[src/rtl/core/box_avg_pkg.sv]
package box_avg_pkg;

  localparam int PIX_W   = 16;
  localparam int SCALE_W = 5;
  localparam int DIM_W   = 14;
  localparam int CFG_W   = 14;
  localparam int POS_W   = 13;
  localparam int SUB_W   = 4;
  localparam int DIV_W   = 9;   // s*s, up to 256
  localparam int REM_W   = 8;
  localparam int LANES   = 3;

  localparam logic [SCALE_W-1:0] SCALE_MAX   = 5'd16;
  localparam logic [DIM_W-1:0]   DIM_MAX     = 14'd8192;
  localparam logic [SCALE_W-1:0] SCALE_RESET = 5'd8;
  localparam logic [DIM_W-1:0]   DIM_RESET   = 14'd4096;

  // configuration register indexes
  localparam logic [1:0] CFG_SCALE  = 2'd0;
  localparam logic [1:0] CFG_WIDTH  = 2'd1;
  localparam logic [1:0] CFG_HEIGHT = 2'd2;

  typedef enum logic [1:0] {
    ST_IDLE,
    ST_EVAL,
    ST_DIV,
    ST_OUT
  } state_t;

  typedef struct packed {
    logic accept;
    logic col_write;
    logic div_start;
    logic out_load;
  } cmd_t;

  typedef struct packed {
    logic seg_end;
    logic blk_out;
    logic div_done;
    logic out_free;
  } sts_t;

endpackage

[src/rtl/core/box_avg_ctrl.sv]
module box_avg_ctrl (
  input  logic              clk,
  input  logic              rst_n,
  input  logic              in_tvalid,
  output logic              in_tready,
  input  box_avg_pkg::sts_t sts,
  output box_avg_pkg::cmd_t cmd
);
  import box_avg_pkg::*;

  state_t state_r, state_nxt;

  always_comb begin
    state_nxt = state_r;
    unique case (state_r)
      ST_IDLE: if (in_tvalid) state_nxt = ST_EVAL;
      ST_EVAL: state_nxt = sts.blk_out ? ST_DIV : ST_IDLE;
      ST_DIV:  if (sts.div_done) state_nxt = ST_OUT;
      ST_OUT:  if (sts.out_free) state_nxt = ST_IDLE;
      default: state_nxt = ST_IDLE;
    endcase
  end

  always_ff @(posedge clk) begin
    if (!rst_n) begin
      state_r <= ST_IDLE;
    end else begin
      state_r <= state_nxt;
    end
  end

  always_comb begin
    cmd       = '0;
    in_tready = 1'b0;
    unique case (state_r)
      ST_IDLE: begin
        in_tready  = 1'b1;
        cmd.accept = in_tvalid;
      end
      ST_EVAL: begin
        cmd.div_start = sts.blk_out;
        cmd.col_write = sts.seg_end && !sts.blk_out;
      end
      ST_DIV: ;
      ST_OUT: cmd.out_load = sts.out_free;
      default: ;
    endcase
  end

endmodule

[config.mk]
export PLATFORM = sky130hd
export DESIGN_NAME = box_avg_ctrl
export DESIGN_NICKNAME = d
export VERILOG_FILES = /design/src/rtl/core/box_avg_pkg.sv /design/src/rtl/core/box_avg_ctrl.sv
export SDC_FILE = /design/constraint.sdc
export NUM_CORES = 1
export LEC_CHECK = 0
export BUFFER_PORTS_ARGS = -buffer_cell sky130_fd_sc_hd__buf_2
export CORE_AREA = 5 5 42 44
export DETAILED_ROUTE_END_ITERATION = 16
export DIE_AREA = 0 0 47 49
export PLACE_DENSITY = 0.37
export SYNTH_ARGS = -nofsm -noshare
export SYNTH_HDL_FRONTEND = slang
export SYNTH_SLANG_ARGS = --single-unit
[constraint.sdc]
create_clock -name clk -period 1.45 [get_ports clk]
set_input_delay 0.435 -clock clk [delete_from_list [all_inputs] [get_ports clk]]
set_output_delay 0.435 -clock clk [all_outputs]
set_load 0.02 [all_outputs]
==> flow_summary.toml, run 1 <==
[timing]
max_freq_mhz = 711.7
rsz0062_at_grt = "true"
hold_violations = 0
fin_crit_sh_pct = 96.91
finalMaxSlewViolations = 0
holdWs_ns = 0.4279
finalCriticalPeriod_ns = 1.405
setup_viol_count_final = 0
worstMarginPinSlew_ns = 0.1259
slew_headroom_pct = 91.37
finClkSkew_ns = 0.0002349

[logic_synthesis]
yosysWarnings = 0
yosys.cell_types.count = 12
synth_top_area_share_pct = 32.65
ys_ff_latch = 2
avgSynthCellArea_um2 = 8.758
netlist_instances = 14
post-synth-top-area-cell = "dfxtp_1"
syn_area_um2 = 122.6
yosysSeqAreaShare_pct = 32.65
synth_fp_nets = 21
synth_area_leaders = "dfxtp_1 33%, and2_1 10%, and4bb_2 10%"

[place]
dp_hpwl_um = 363.8
gp_congestion = 0.6766
place_area_um2 = 205.2
port_buffers = 11

[die]
io_pins = 12
core_mm2 = 0.001401
fp.dieH_um = 49
die_x_um = 47
initial_core_util_pct = 8.750
dieArea_mm2 = 0.002303
row_count = 14

[detailed_routing]
drt_iter0_drc = 8
ant_nets = 0
wl_per_cell_um = 9.756
vias = 157
viasPerCell = 3.489
drtPass1Iterations = 4
wl_um = 439
drc = 0

[grt]
antenna_found_initial = 0
grt_max_degree = 8
grt_use_total_pct = 4.430
grt_first_pass_wirelength_um = 607
grt-ovfl-total = 0
grt_pass1_vias = 148

[finish]
area_growth_pct = 103.1
n_fill_cell = 165
stdcell_area_um2 = 249.0
multi_input_area_um2 = 90.09
drive_gt1_share_pct = 68.97
antenna_cells = 0
regArea_um2 = 45.04
layout.nets = 38
post-route-util_pct = 17.77

[run_status]
outcome = "finished clean"

[worst_hold_path]
hold_class = "input port to flip-flop"

[power]
vdd_ir_drop_max_mv = 0.3363
p_clk_share_pct = 51.5
swShare_pct = 26.29
intPower_mw = 0.1768
p_comb_share_pct = 21.1
pwr-share-seq_pct = 27.5
switching_power_mw = 0.06305
total_leakage_power_nw = 0.1182
power_density_mw_per_mm2 = 963.3

[clock_tree]
cts_hold_buf = 0
clock_sinks = 2
path_clk_slew_ns = 0.03
postCtsSetupRepairBufs = 0
cts_buffers = 3
clock_latency_ns = 0.22
htreeDepth = 1
root_buffer = "clkbuf_4"
cts_tree = "done"
cts_resized = 3
cts_buffer_depth = 2

[setup_path]
r2r_cells = 4
arrival_ns = 0.97
required_ns = 1.02
crit_path_end = "cmd[2]"
critPathLaunchType = "flip-flop"
critical_path.cell_chain = "and4bb_2 -> buf_6"
r2r_setup_slack_ns = 0.45
path_class = "flip-flop to output pin"
path_max_fanout = 5
cp_slowest_stage_delay_ns = 0.33
critPathSlowestCell = "dfxtp_2"
r2r_end = "state_r[0]"
end_kind = "output pin"

[flow_run]
drv_cap = 0
[per-layer routing]
metal  up-vias  GRT usage (%)  wire, um
met1        60          5.908       226
met5         -              0         0
met2        14          2.262        82
met3         0          9.594       131
met4         0              0         0
li1         83              -         -
[critical path: cells and delay by family (launching register included)]
family	cells	cell delay (ns)
buf+inv	1	0.12
flops	1	0.33
simple gates	1	0.29
[worst min path at each step]
stage                     cells past startpoint        from          to
after floorplan                               2   flip-flop   flip-flop
after global placement                        3  state_r[0]   flip-flop
after detailed placement                      3  state_r[0]   flip-flop
after CTS                                     2       rst_n  state_r[0]
after global routing                          2       rst_n  state_r[0]
final                                         2       rst_n  state_r[0]
[layout by cell type (no fill, tap or decap)]
cell	n
a21oi_1	1
and2_1	2
and3_2	1
and3b_1	1
and4bb_2	1
buf_2	9
buf_4	2
buf_6	1
clkbuf_4	3
dfxtp_2	1
dfxtp_4	1
mux2i_1	1
nand2_1	1
nand3b_1	1
nor2_4	1
nor2b_1	1
o21ai_1	1
[synthesized netlist by cell type]
library cell,number
a21oi_1,1
and2_1,2
and3_2,1
and3b_1,1
and4bb_2,1
dfxtp_1,2
mux2i_1,1
nand2_1,1
nand3b_1,1
nor2_1,1
nor2b_1,1
o21ai_1,1
[through the flow]
step / power (mW) / instances / worst slack (ns) / setup TNS, ns
floorplan: 0.08860 / 14 / 0.06216 / 0
global placement: 0.1115 / 42 / 0.04764 / 0
detailed placement: 0.1112 / 42 / 0.04031 / 0
CTS: 0.2460 / 45 / 0.006339 / 0
global route: 0.2634 / 45 / -0.008337 / -0.008337
finish: 0.2399 / 45 / 0.04484 / 0
[power by group through the flow]
stage	registers (mW)	clock network (mW)	logic (mW)
6_report	0.0659	0.123	0.0505
5_1_grt	0.0664	0.142	0.0552
4_1_cts	0.0645	0.133	0.0486
3_5_place_dp	0.0647	0	0.0465
3_3_place_gp	0.0649	0	0.0466
2_1_floorplan	0.0640	0	0.0246
[kinds of logic (layout without fill, tap and decap cells)]
group                  count (synthesis)  in the layout  share of synthesized area (%)
and+or+nand+nor                        9              9                          51.02
muxes                                  1              1                          8.164
DFF                                    2              2                          32.65
buffers and inverters                  0             15                              0
AOI/OAI and AO/OA                      2              2                          8.155
[cell type report]
type                       instances  share of cell area [%]
timing repair buffer              12                   28.64
tap                               16                   8.040
clock buffer                       3                   9.045
multi-input combinational         12                   36.18
sequential                         2                   18.09
Power figures use the tool's default switching activity.
==> inputs of run 2 (changes only) <==
--- a/config.mk
+++ b/config.mk
@@ -7,6 +7,7 @@
 export LEC_CHECK = 0
 export BUFFER_PORTS_ARGS = -buffer_cell sky130_fd_sc_hd__buf_2
 export CORE_AREA = 5 5 42 44
+export CTS_BUF_LIST = sky130_fd_sc_hd__clkbuf_8
 export DETAILED_ROUTE_END_ITERATION = 16
 export DIE_AREA = 0 0 47 49
 export PLACE_DENSITY = 0.37
==> flow_summary.toml, run 2 (synthesized netlist as in run 1, its figures left out) <==
[detailed_routing]
drt_iter0_drc = 5
vias = 151
drtPass1Iterations = 4
drc = 0
ant_nets = 0
wl_um = 432
wl_per_cell_um = 9.600
viasPerCell = 3.356

[timing]
fin_crit_sh_pct = 95.87
finClkSkew_ns = 0.003404
finalSetupTns_ns = 0
max_freq_mhz = 719.4
setup_viol_count_final = 0
hold_violations = 0
finalCriticalPeriod_ns = 1.390
rsz0062_at_grt = "false"
holdWs_ns = 0.4469
slew_headroom_pct = 91.35
finalMaxSlewViolations = 0
worstMarginPinSlew_ns = 0.1261

[die]
initial_core_util_pct = 8.750
core_mm2 = 0.001401
row_count = 14
dieArea_mm2 = 0.002303
io_pins = 12
die_x_um = 47
fp.dieH_um = 49

[finish]
antenna_cells = 0
final_common_cell = "buf_2"
most-common-layout-cells = "9 x buf_2, 3 x clkbuf_8, 3 x buf_4, 2 x and2_1, 2 x dfxtp_2"
area_growth_pct = 109.2
instances_no_fill = 45
drive_gt1_share_pct = 68.97
layout.nets = 38
stdcell_area_um2 = 256.5

[setup_path]
required_ns = 1.02
path_max_fanout = 7
critPathLaunchType = "flip-flop"
path_class = "flip-flop to output pin"
arrival_ns = 0.96
end_kind = "output pin"

[place]
dp_hpwl_um = 363.8
dp_cells = 42
gp_congestion = 0.6766
place_area_um2 = 205.2
port_buffers = 11

[worst_hold_path]
hold_class = "input port to flip-flop"

[grt]
grt_use_total_pct = 4.008
grt_max_degree = 8
grt_first_pass_wirelength_um = 593
grt-ovfl-total = 0
antenna_found_initial = 0
grt_pass1_vias = 152

[clock_tree]
postCtsSetupRepairBufs = 0
htreeDepth = 1
path_clk_slew_ns = 0.03
cts_hold_buf = 0
clock_latency_ns = 0.21
cts_buffer_depth = 2
clock_sinks = 2
cts_tree = "done"
root_buffer = "clkbuf_8"
cts_buffers = 3

[power]
total_leakage_power_nw = 0.1231
total_power_mw = 0.3314
vdd_ir_drop_max_mv = 0.5528
power_density_mw_per_mm2 = 1292

[flow_run]
drv_cap = 0

[run_status]
outcome = "finished clean"
==> run 2: cell type report <==
type | count | area [um^2]
clock buffers | 3 | 41.29
flip-flops and latches | 2 | 42.54
multi-input cells | 12 | 85.08
repair buffers | 12 | 67.56
fillers | 167 | 1145
well taps | 16 | 20.02
==> run 2: timing repair <==
| item | CTS | global route |
|---|---|---|
| gates cloned | 0 | 0 |
| setup endpoints to repair | 2 | 2 |
| resized for setup | 1 | 5 |
==> run 2: worst max-delay path, stage by stage (launching register included) <==
cell	delay, ns
dfxtp_2	0.34
nor2_2	0.13
and2_1	0.14
buf_4	0.14
==> run 2: worst paths after layout <==
| path | start | endpoint | slack [ns] | cells after the start |
|---|---|---|---|---|
| setup / recovery | state_r[0] | cmd[3] | 0.06 | 3 |
| hold reg to reg | state_r[0] | flip-flop | 0.58 | 3 |
| setup reg to reg | flip-flop | state_r[0] | 0.47 | 4 |
| hold / removal | rst_n | state_r[0] | 0.45 | 2 |
==> run 2: layer usage <==
layer | part of all wire [%] | global-route usage [%]
met1 | 54 | 5.908
met2 | 19 | 2.262
met3 | 27 | 7.380
met4 | 0 | 0
met5 | 0 | 0
==> run 2: through the flow <==
stage	setup WS (ns)	utilization, %
5_1_grt	0.01204	18.30
3_3_place_gp	0.04764	14.64
6_report	0.05991	18.30
3_5_place_dp	0.04031	14.64
4_1_cts	0.008017	17.68
2_1_floorplan	0.06216	-
==> run 2: power by group <==
group          leakage (nW)  switching, mW  internal, mW
Combinational        0.0844         0.0241        0.0245
Clock                0.0216         0.0418         0.175
Sequential           0.0172        0.00554        0.0600
Total                 0.123         0.0714         0.260
